## src/hw/rtl/ghp_pkg.sv

```systemverilog
// ----------------------------------------------------------------------------
// ghp_pkg
// Shared types, codes and the byte-wide crc-32 update for the gzip header
// parser.
// ----------------------------------------------------------------------------
`default_nettype none

package ghp_pkg;

    // byte counter width, its increment and its saturation value
    localparam int COUNT_WIDTH = 20;
    localparam logic [COUNT_WIDTH-1:0] COUNT_ONE   = {{(COUNT_WIDTH-1){1'b0}}, 1'b1};
    localparam logic [COUNT_WIDTH-1:0] COUNT_LIMIT = {COUNT_WIDTH{1'b1}};

    // reflected crc-32
    localparam logic [31:0] CRC_POLY = 32'hedb88320;
    localparam logic [31:0] CRC_INIT = 32'hffffffff;

    // fixed header constants
    localparam logic [7:0] MAGIC_ID1      = 8'h1f;
    localparam logic [7:0] MAGIC_ID2      = 8'h8b;
    localparam logic [7:0] METHOD_DEFLATE = 8'd8;
    localparam logic [7:0] FLAG_RESERVED  = 8'he0;
    localparam logic [3:0] FIXED_LEN      = 4'd10;

    // flag bit positions
    localparam int FLAG_HCRC_BIT    = 1;
    localparam int FLAG_EXTRA_BIT   = 2;
    localparam int FLAG_NAME_BIT    = 3;
    localparam int FLAG_COMMENT_BIT = 4;

    // fixed byte positions
    localparam logic [3:0] IDX_ID1    = 4'd0;
    localparam logic [3:0] IDX_ID2    = 4'd1;
    localparam logic [3:0] IDX_METHOD = 4'd2;
    localparam logic [3:0] IDX_FLAGS  = 4'd3;

    // result status codes
    typedef enum logic [2:0] {
        ST_OK        = 3'd0,
        ST_BAD_MAGIC = 3'd1,
        ST_METHOD    = 3'd2,
        ST_TRUNC     = 3'd3,
        ST_CRC       = 3'd4
    } status_t;

    // walker phases, one-hot
    typedef enum logic [8:0] {
        PH_FIXED    = 9'b000000001,
        PH_XLEN_LO  = 9'b000000010,
        PH_XLEN_HI  = 9'b000000100,
        PH_EXTRA    = 9'b000001000,
        PH_NAME     = 9'b000010000,
        PH_COMMENT  = 9'b000100000,
        PH_CRC_LO   = 9'b001000000,
        PH_CRC_HI   = 9'b010000000,
        PH_FINISHED = 9'b100000000
    } phase_t;

    // what the walker hands back for one byte
    typedef struct packed {
        logic        fire;
        status_t     status;
        logic [19:0] header_bytes;
        logic [7:0]  member_flags;
    } ghp_result_t;

    // one byte through the reflected crc-32
    function automatic logic [31:0] crc_byte(input logic [31:0] crc_in,
                                             input logic [7:0]  data);
        logic [31:0] c;
        c = crc_in ^ {24'd0, data};
        for (int k = 0; k < 8; k++) begin
            c = (c >> 1) ^ (CRC_POLY & {32{c[0]}});
        end
        return c;
    endfunction

endpackage

`default_nettype wire

```

## src/hw/rtl/ghp_walker.sv

```systemverilog
// ----------------------------------------------------------------------------
// ghp_walker
// Header walker state and its per-word update: fixed byte checks, extra
// field skip, name and comment skip, header crc compare.
// ----------------------------------------------------------------------------
`default_nettype none

module ghp_walker (
    input  wire logic              clk,
    input  wire logic              rst_n,
    input  wire logic              step,
    input  wire logic [7:0]        data_byte,
    input  wire logic              is_last,
    input  wire logic              restart,
    output ghp_pkg::ghp_result_t   result
);

    ghp_pkg::phase_t                 phase_reg, phase_next;
    logic [3:0]                      fixed_index_reg, fixed_index_next;
    logic [7:0]                      flag_store_reg, flag_store_next;
    logic [1:0]                      check_bits_reg, check_bits_next;
    logic [15:0]                     extra_left_reg, extra_left_next;
    logic [31:0]                     crc_accum_reg, crc_accum_next;
    logic [7:0]                      crc_first_reg, crc_first_next;
    logic [ghp_pkg::COUNT_WIDTH-1:0] byte_total_reg, byte_total_next;

    // state as seen by this word, after an optional restart
    ghp_pkg::phase_t                 cur_phase;
    logic [3:0]                      cur_index;
    logic [7:0]                      cur_flags;
    logic [1:0]                      cur_check;
    logic [15:0]                     cur_extra;
    logic [31:0]                     cur_crc;
    logic [7:0]                      cur_first;
    logic [ghp_pkg::COUNT_WIDTH-1:0] cur_total;

    logic              live;
    logic              crc_live;
    logic              have_status;
    ghp_pkg::status_t  status_code;

    // next optional section after a given point; rank 0 fixed, 1 extra,
    // 2 name, 3 comment
    function automatic ghp_pkg::phase_t after_section(input logic [7:0] f,
                                                      input logic [1:0] rank);
        ghp_pkg::phase_t p;
        p = ghp_pkg::PH_FINISHED;
        if (f[ghp_pkg::FLAG_HCRC_BIT])
            p = ghp_pkg::PH_CRC_LO;
        if (rank <= 2'd2 && f[ghp_pkg::FLAG_COMMENT_BIT])
            p = ghp_pkg::PH_COMMENT;
        if (rank <= 2'd1 && f[ghp_pkg::FLAG_NAME_BIT])
            p = ghp_pkg::PH_NAME;
        if (rank == 2'd0 && f[ghp_pkg::FLAG_EXTRA_BIT])
            p = ghp_pkg::PH_XLEN_LO;
        return p;
    endfunction

    // restart makes this word the first header byte
    always_comb
    begin
        if (restart)
        begin
            cur_phase = ghp_pkg::PH_FIXED;
            cur_index = 4'd0;
            cur_flags = 8'd0;
            cur_check = 2'b00;
            cur_extra = 16'd0;
            cur_crc   = ghp_pkg::CRC_INIT;
            cur_first = 8'd0;
            cur_total = '0;
        end
        else
        begin
            cur_phase = phase_reg;
            cur_index = fixed_index_reg;
            cur_flags = flag_store_reg;
            cur_check = check_bits_reg;
            cur_extra = extra_left_reg;
            cur_crc   = crc_accum_reg;
            cur_first = crc_first_reg;
            cur_total = byte_total_reg;
        end
    end

    // which phases take a word and which feed the crc
    always_comb
    begin
        case (cur_phase)
            ghp_pkg::PH_FIXED, ghp_pkg::PH_XLEN_LO, ghp_pkg::PH_XLEN_HI,
            ghp_pkg::PH_EXTRA, ghp_pkg::PH_NAME, ghp_pkg::PH_COMMENT:
            begin
                live     = 1'b1;
                crc_live = 1'b1;
            end
            ghp_pkg::PH_CRC_LO, ghp_pkg::PH_CRC_HI:
            begin
                live     = 1'b1;
                crc_live = 1'b0;
            end
            default:
            begin
                live     = 1'b0;
                crc_live = 1'b0;
            end
        endcase
    end

    // per-word update
    always_comb
    begin
        phase_next       = cur_phase;
        fixed_index_next = cur_index;
        flag_store_next  = cur_flags;
        check_bits_next  = cur_check;
        extra_left_next  = cur_extra;
        crc_accum_next   = cur_crc;
        crc_first_next   = cur_first;
        byte_total_next  = cur_total;
        have_status      = 1'b0;
        status_code      = ghp_pkg::ST_OK;

        if (live)
        begin
            // saturating header byte count and running crc
            if (cur_total != ghp_pkg::COUNT_LIMIT)
                byte_total_next = cur_total + ghp_pkg::COUNT_ONE;
            if (crc_live)
                crc_accum_next = ghp_pkg::crc_byte(cur_crc, data_byte);

            case (cur_phase)
                ghp_pkg::PH_FIXED:
                begin
                    if (cur_index == ghp_pkg::IDX_ID1 && data_byte != ghp_pkg::MAGIC_ID1)
                        check_bits_next[0] = 1'b1;
                    if (cur_index == ghp_pkg::IDX_ID2 && data_byte != ghp_pkg::MAGIC_ID2)
                        check_bits_next[0] = 1'b1;
                    if (cur_index == ghp_pkg::IDX_METHOD
                        && data_byte != ghp_pkg::METHOD_DEFLATE)
                        check_bits_next[1] = 1'b1;
                    if (cur_index == ghp_pkg::IDX_FLAGS)
                    begin
                        flag_store_next = data_byte;
                        if ((data_byte & ghp_pkg::FLAG_RESERVED) != 8'd0)
                            check_bits_next[0] = 1'b1;
                    end
                    fixed_index_next = cur_index + 4'd1;
                    // errors only at the tenth byte, magic or flags first
                    if (fixed_index_next >= ghp_pkg::FIXED_LEN)
                    begin
                        if (check_bits_next[0])
                        begin
                            have_status = 1'b1;
                            status_code = ghp_pkg::ST_BAD_MAGIC;
                        end
                        else if (check_bits_next[1])
                        begin
                            have_status = 1'b1;
                            status_code = ghp_pkg::ST_METHOD;
                        end
                        else
                        begin
                            phase_next = after_section(flag_store_next, 2'd0);
                        end
                    end
                end
                ghp_pkg::PH_XLEN_LO:
                begin
                    extra_left_next = {8'd0, data_byte};
                    phase_next      = ghp_pkg::PH_XLEN_HI;
                end
                ghp_pkg::PH_XLEN_HI:
                begin
                    extra_left_next = {data_byte, cur_extra[7:0]};
                    if (extra_left_next == 16'd0)
                        phase_next = after_section(cur_flags, 2'd1);
                    else
                        phase_next = ghp_pkg::PH_EXTRA;
                end
                ghp_pkg::PH_EXTRA:
                begin
                    extra_left_next = cur_extra - 16'd1;
                    if (extra_left_next == 16'd0)
                        phase_next = after_section(cur_flags, 2'd1);
                end
                ghp_pkg::PH_NAME:
                begin
                    if (data_byte == 8'd0)
                        phase_next = after_section(cur_flags, 2'd2);
                end
                ghp_pkg::PH_COMMENT:
                begin
                    if (data_byte == 8'd0)
                        phase_next = after_section(cur_flags, 2'd3);
                end
                ghp_pkg::PH_CRC_LO:
                begin
                    crc_first_next = data_byte;
                    phase_next     = ghp_pkg::PH_CRC_HI;
                end
                ghp_pkg::PH_CRC_HI:
                begin
                    if ((~cur_crc[15:0]) != {data_byte, cur_first})
                    begin
                        have_status = 1'b1;
                        status_code = ghp_pkg::ST_CRC;
                    end
                    else
                    begin
                        phase_next = ghp_pkg::PH_FINISHED;
                    end
                end
                default:
                begin
                end
            endcase

            // complete header, else truncation on the last byte
            if (!have_status && phase_next == ghp_pkg::PH_FINISHED)
            begin
                have_status = 1'b1;
                status_code = ghp_pkg::ST_OK;
            end
            if (!have_status && is_last)
            begin
                have_status = 1'b1;
                status_code = ghp_pkg::ST_TRUNC;
            end
            if (have_status)
                phase_next = ghp_pkg::PH_FINISHED;
        end
    end

    // outcome for this word
    assign result.fire         = live && have_status;
    assign result.status       = status_code;
    assign result.header_bytes = 20'(byte_total_next);
    assign result.member_flags = flag_store_next;

    // walker state
    always_ff @(posedge clk or negedge rst_n)
    begin
        if (!rst_n)
        begin
            phase_reg       <= ghp_pkg::PH_FIXED;
            fixed_index_reg <= 4'd0;
            flag_store_reg  <= 8'd0;
            check_bits_reg  <= 2'b00;
            extra_left_reg  <= 16'd0;
            crc_accum_reg   <= ghp_pkg::CRC_INIT;
            crc_first_reg   <= 8'd0;
            byte_total_reg  <= '0;
        end
        else if (step)
        begin
            phase_reg       <= phase_next;
            fixed_index_reg <= fixed_index_next;
            flag_store_reg  <= flag_store_next;
            check_bits_reg  <= check_bits_next;
            extra_left_reg  <= extra_left_next;
            crc_accum_reg   <= crc_accum_next;
            crc_first_reg   <= crc_first_next;
            byte_total_reg  <= byte_total_next;
        end
    end

endmodule

`default_nettype wire

```

## src/hw/rtl/gzip_header_parser_unit.sv

```systemverilog
// ----------------------------------------------------------------------------
// gzip_header_parser_unit
// Walks a gzip member header one byte per word and reports one outcome.
// ----------------------------------------------------------------------------
//  channel | handshake            | fields
//  --------+----------------------+-------------------------------------
//  input   | in_valid, in_stall   | data_byte, is_last, restart
//  output  | out_valid, out_stall | status, header_bytes, member_flags
//
//  one byte per cycle sustained while in_stall stays low; a byte goes into the
//  input register when taken, and its result is loaded into the result register
//  when it advances; a byte that gives no result moves on even while a result waits
//  in_stall rises only when the held byte would give a result and the result
//  register is full and stalled
//  rst_n clears all control state at once; no clearing pass
// ----------------------------------------------------------------------------
`default_nettype none

module gzip_header_parser_unit (
    input  wire logic        clk,
    input  wire logic        rst_n,
    input  wire logic        in_valid,
    output logic             in_stall,
    input  wire logic [7:0]  data_byte,
    input  wire logic        is_last,
    input  wire logic        restart,
    output logic             out_valid,
    input  wire logic        out_stall,
    output logic [2:0]       status,
    output logic [19:0]      header_bytes,
    output logic [7:0]       member_flags
);

    logic       in_valid_reg, in_valid_next;
    logic [7:0] data_reg;
    logic       last_reg;
    logic       restart_reg;

    logic        out_valid_reg, out_valid_next;
    logic [2:0]  status_reg;
    logic [19:0] header_bytes_reg;
    logic [7:0]  member_flags_reg;

    ghp_pkg::ghp_result_t result;
    logic                 out_free;
    logic                 advance;

    // the walker
    ghp_walker u_walker (
        .clk       (clk),
        .rst_n     (rst_n),
        .step      (advance),
        .data_byte (data_reg),
        .is_last   (last_reg),
        .restart   (restart_reg),
        .result    (result)
    );

    // flow control
    assign out_free = !out_valid_reg || !out_stall;
    assign advance  = in_valid_reg && (!result.fire || out_free);
    assign in_stall = in_valid_reg && !advance;

    // input register
    assign in_valid_next = in_stall ? in_valid_reg : in_valid;

    always_ff @(posedge clk or negedge rst_n)
    begin
        if (!rst_n)
        begin
            in_valid_reg <= 1'b0;
        end
        else
        begin
            in_valid_reg <= in_valid_next;
        end
    end

    always_ff @(posedge clk)
    begin
        if (!in_stall)
        begin
            data_reg    <= data_byte;
            last_reg    <= is_last;
            restart_reg <= restart;
        end
    end

    // result register
    always_comb
    begin
        out_valid_next = out_valid_reg && out_stall;
        if (advance && result.fire)
        begin
            out_valid_next = 1'b1;
        end
    end

    always_ff @(posedge clk or negedge rst_n)
    begin
        if (!rst_n)
        begin
            out_valid_reg <= 1'b0;
        end
        else
        begin
            out_valid_reg <= out_valid_next;
        end
    end

    always_ff @(posedge clk)
    begin
        if (advance && result.fire)
        begin
            status_reg       <= result.status;
            header_bytes_reg <= result.header_bytes;
            member_flags_reg <= result.member_flags;
        end
    end

    assign out_valid    = out_valid_reg;
    assign status       = status_reg;
    assign header_bytes = header_bytes_reg;
    assign member_flags = member_flags_reg;

endmodule

`default_nettype wire

```

## config.mk

```make
export PLATFORM = sky130hd
export DESIGN_NAME = gzip_header_parser_unit
export DESIGN_NICKNAME = d
export VERILOG_FILES = /design/src/hw/rtl/ghp_pkg.sv /design/src/hw/rtl/ghp_walker.sv /design/src/hw/rtl/gzip_header_parser_unit.sv
export SDC_FILE = /design/constraint.sdc
export NUM_CORES = 1
export LEC_CHECK = 0
export ABC_CLOCK_PERIOD_IN_PS = 7620
export BUFFER_PORTS_ARGS = -buffer_cell sky130_fd_sc_hd__clkbuf_2
export CORE_ASPECT_RATIO = 1.75
export CORE_MARGIN = 1.5
export CORE_UTILIZATION = 35
export DETAILED_ROUTE_END_ITERATION = 8
export PLACE_DENSITY = 0.56
export SLEW_MARGIN = 15
export SYNTH_ARGS = -nofsm -noshare
export SYNTH_HDL_FRONTEND = slang
export SYNTH_SLANG_ARGS = --single-unit
```

## constraint.sdc

```tcl
create_clock -name clk -period 7.62 [get_ports clk]
set_input_delay 2.286 -clock clk [delete_from_list [all_inputs] [get_ports clk]]
set_output_delay 2.286 -clock clk [all_outputs]
set_load 0.1 [all_outputs]
```

==> flow_metrics.tcl <==
set metrics [dict create \
    cp_max_fo 15 \
    drive_above_1_share 0.1990 \
    grtUsageTotal 0.1968 \
    crit-reg2reg-launch "restart_reg" \
    synth-edff-count 41 \
    dp_hpwl_mm 18.20 \
    synth_adder_area_share 0.009594 \
    syn_area_per_cell_um2 9.470 \
    crit_arrival_ns 4.69 \
    antenna_found_initial 0 \
    start_util 0.3543 \
    largest_reg_flops 32 \
    die_h_um 216.6 \
    cts_hold_buf 0 \
    tightest_slew_ns 0.9689 \
    cts_tree "yes" \
    rsz0062_at_grt "no" \
    die_area_um2 27100 \
    grt_pass1_wl_mm 41.64 \
    powerDensity_nw_per_um2 342.6 \
    hold_violations 0 \
    core_area_um2 25760 \
    synth_top_cell_by_area "dfrtp_1" \
    clkLatencyLatePin_ns 0.45 \
    clk_pin_slew_worst_paths_ns 0.06 \
    synth_compound_area_frac 0.1816 \
    async_flop_share 0.7113 \
    min_from "u_walker.flag_store_reg[6]" \
    numPortBuffers 46 \
    h-tree-depth 4 \
    finClkSkew_ns 0.006542 \
    startpoint "restart_reg" \
    drt_wl_total_mm 25.61 \
    vias 7385 \
    setup_violations 0 \
    synth_top_family_by_area "simple AND/OR/NAND/NOR gates" \
    yosys-top-cells-area "dfrtp_1 (19%), edfxtp_1 (13%), dfstp_2 (9.5%)" \
    power.leakage_nw 3.993 \
    first_pass_iters 8 \
    synth_nets 985 \
    clock_sinks 142 \
    wire_per_inst_um 19.62 \
    cts_buffers 17 \
    critPathCaptureType "output port" \
    antenna_left 0 \
    synth_xor_area_frac 0.09690 \
    synth.mux.area_fraction 0.02549 \
    relSlewSlack 0.3526 \
    grt_max_degree 70 \
    synth_top_area_share 0.1864 \
    critPathSlowestCell "edfxtp_1" \
    crit_chain "inv_1 -> nand2_1 -> ha_1 -> or4b_1 -> o21ai_0 -> nor4bb_1 -> nand4_1 -> nor4_1 -> a211oi_1 -> and2_1 -> o21a_1 -> nand4_1 -> buf_4 -> inv_1 -> buf_12" \
    post_cts_buffers 0 \
    max_cap_violations 0 \
    p_total_mw 3.496 \
    yosys-top-cells-count "nand2_1 (112), nor2_1 (88), dfrtp_1 (68), xnor2_1 (57), a21oi_1 (49)" \
    post-route-drc-count 0 \
    syn2layout_area_growth_pct 11.77 \
    io_pins 47 \
    rows 78 \
    finalCritPeriodShare 0.9155 \
    cp.required_ns 5.33 \
    worst_setup_path_start_kind "flip-flop" \
    crit_type "reg2out" \
    cts_resized 0 \
    syn_inst 964 \
    ys.flop_type "dfrtp_1" \
    cts_root_buffer "clkbuf_16" \
    min_period_ns 6.976 \
    finalNetCount 993 \
    synth.ff_latch_count 142 \
    fin_util 0.3960 \
    slew_violations 0 \
    ctsLongestPathBuffers 2 \
    critPathMaxStageDelay_ns 0.67 \
    yosysWarnings 0 \
    netlist_area_um2 9129 \
    synthDistinctLibCells 90 \
    status "complete, no violations" \
    min_path_type "reg2reg" \
    avgViaCountPerCell 5.659 \
    drt_iter0_drc 389 \
    die_x_um 125.1 \
    antennaDiodeCount 0 \
    synthSimpleGateAreaFrac 0.2211 \
    vdd_drop_max_v 0.0001924 \
    grt_pass1_vias 7602 \
    overflow 0 \
    yosysMostFrequentCell "nand2_1" \
    yosysSeqAreaShare 0.4163 \
    gp_congestion 0.9133 \
    max_freq_ghz 0.1433 \
    fin_tns_setup_ns 0 \
]
-- worst paths after layout --
| kind | to | slack (ns) | cells past startpoint |
|---|---|---|---|
| worst max-delay path | in_stall | 0.64 | 15 |
| worst min-delay path | u_walker.flag_store_reg[6] | 0.48 | 2 |
| worst max register to register | header_bytes[15] | 2.76 | 15 |
| worst min register to register | u_walker.flag_store_reg[6] | 0.48 | 2 |
| max in group asynchronous | u_walker.phase_reg[4] | 4.58 | 2 |
| min in group asynchronous | u_walker.byte_total_reg[14] | 1.89 | 1 |
-- worst max-delay path: cells and delay by family (launching register included) --
kind	cells	cell delay (ns)
simple gates	7	1.82
buf+inv	4	0.69
flops	1	0.67
compound gates	3	0.58
fa+ha+maj	1	0.45
-- power breakdown --
| group | total, mW | internal (mW) | switching, mW |
|---|---|---|---|
| clock | 0.931 | 0.605 | 0.326 |
| sequential | 1.20 | 1.02 | 0.174 |
| combinational | 1.37 | 0.517 | 0.852 |
-- stage by stage --
stage / worst slack, ns / area [um^2] / instances / hold WS [ns]
after floorplan: 0.8122 / 9129 / 964 / 0.4380
after global placement: 1.243 / 9545 / 1273 / 0.4591
after detailed placement: 1.158 / 9545 / 1273 / 0.4628
after CTS: 0.6488 / 10200 / 1305 / 0.4778
after global routing: 0.2976 / 10200 / 1305 / 0.5057
final: 0.6436 / 10200 / 1305 / 0.4750
-- layout make-up --
type | instances | area [um^2]
sequential | 142 | 3800
multi-input combinational | 731 | 4892
timing repair buffer | 60 | 377.9
inverter | 20 | 75.07
tap | 320 | 400.4
clock buffer | 22 | 474.2
fill | 2605 | 15560
clock inverter | 10 | 183.9
-- metal layers --
metal / global-route usage / vias up / wire (um)
met1: 0.2052 / 3627 / 9465
met5: 0 / - / 0
met3: 0.03407 / 68 / 850
met4: 0.1027 / 0 / 1100
met2: 0.3718 / 176 / 14190
li1: - / 3514 / -
-- cell usage in the layout, fill, tap and decap left out, drive strengths merged, types with 33 or more instances in the layout --
cell type | synthesis | layout
edfxtp | 41 | 41
dfrtp | 68 | 68
o21ai | 53 | 53
a21oi | 50 | 50
dfstp | 33 | 33
nand2 | 115 | 115
nor3 | 34 | 34
xnor2 | 64 | 64
clkbuf | 41 | 66
nor2 | 91 | 91
-- cells by family after synthesis --
family	count (synthesis)
buffers and inverters	91
and+or+nand+nor	384
adders and majority gates	7
AOI/OAI and AO/OA	224
DFF	142
muxes	21
xor gates and xnor gates	95
Note: power is estimated with default switching activity, not from simulation.
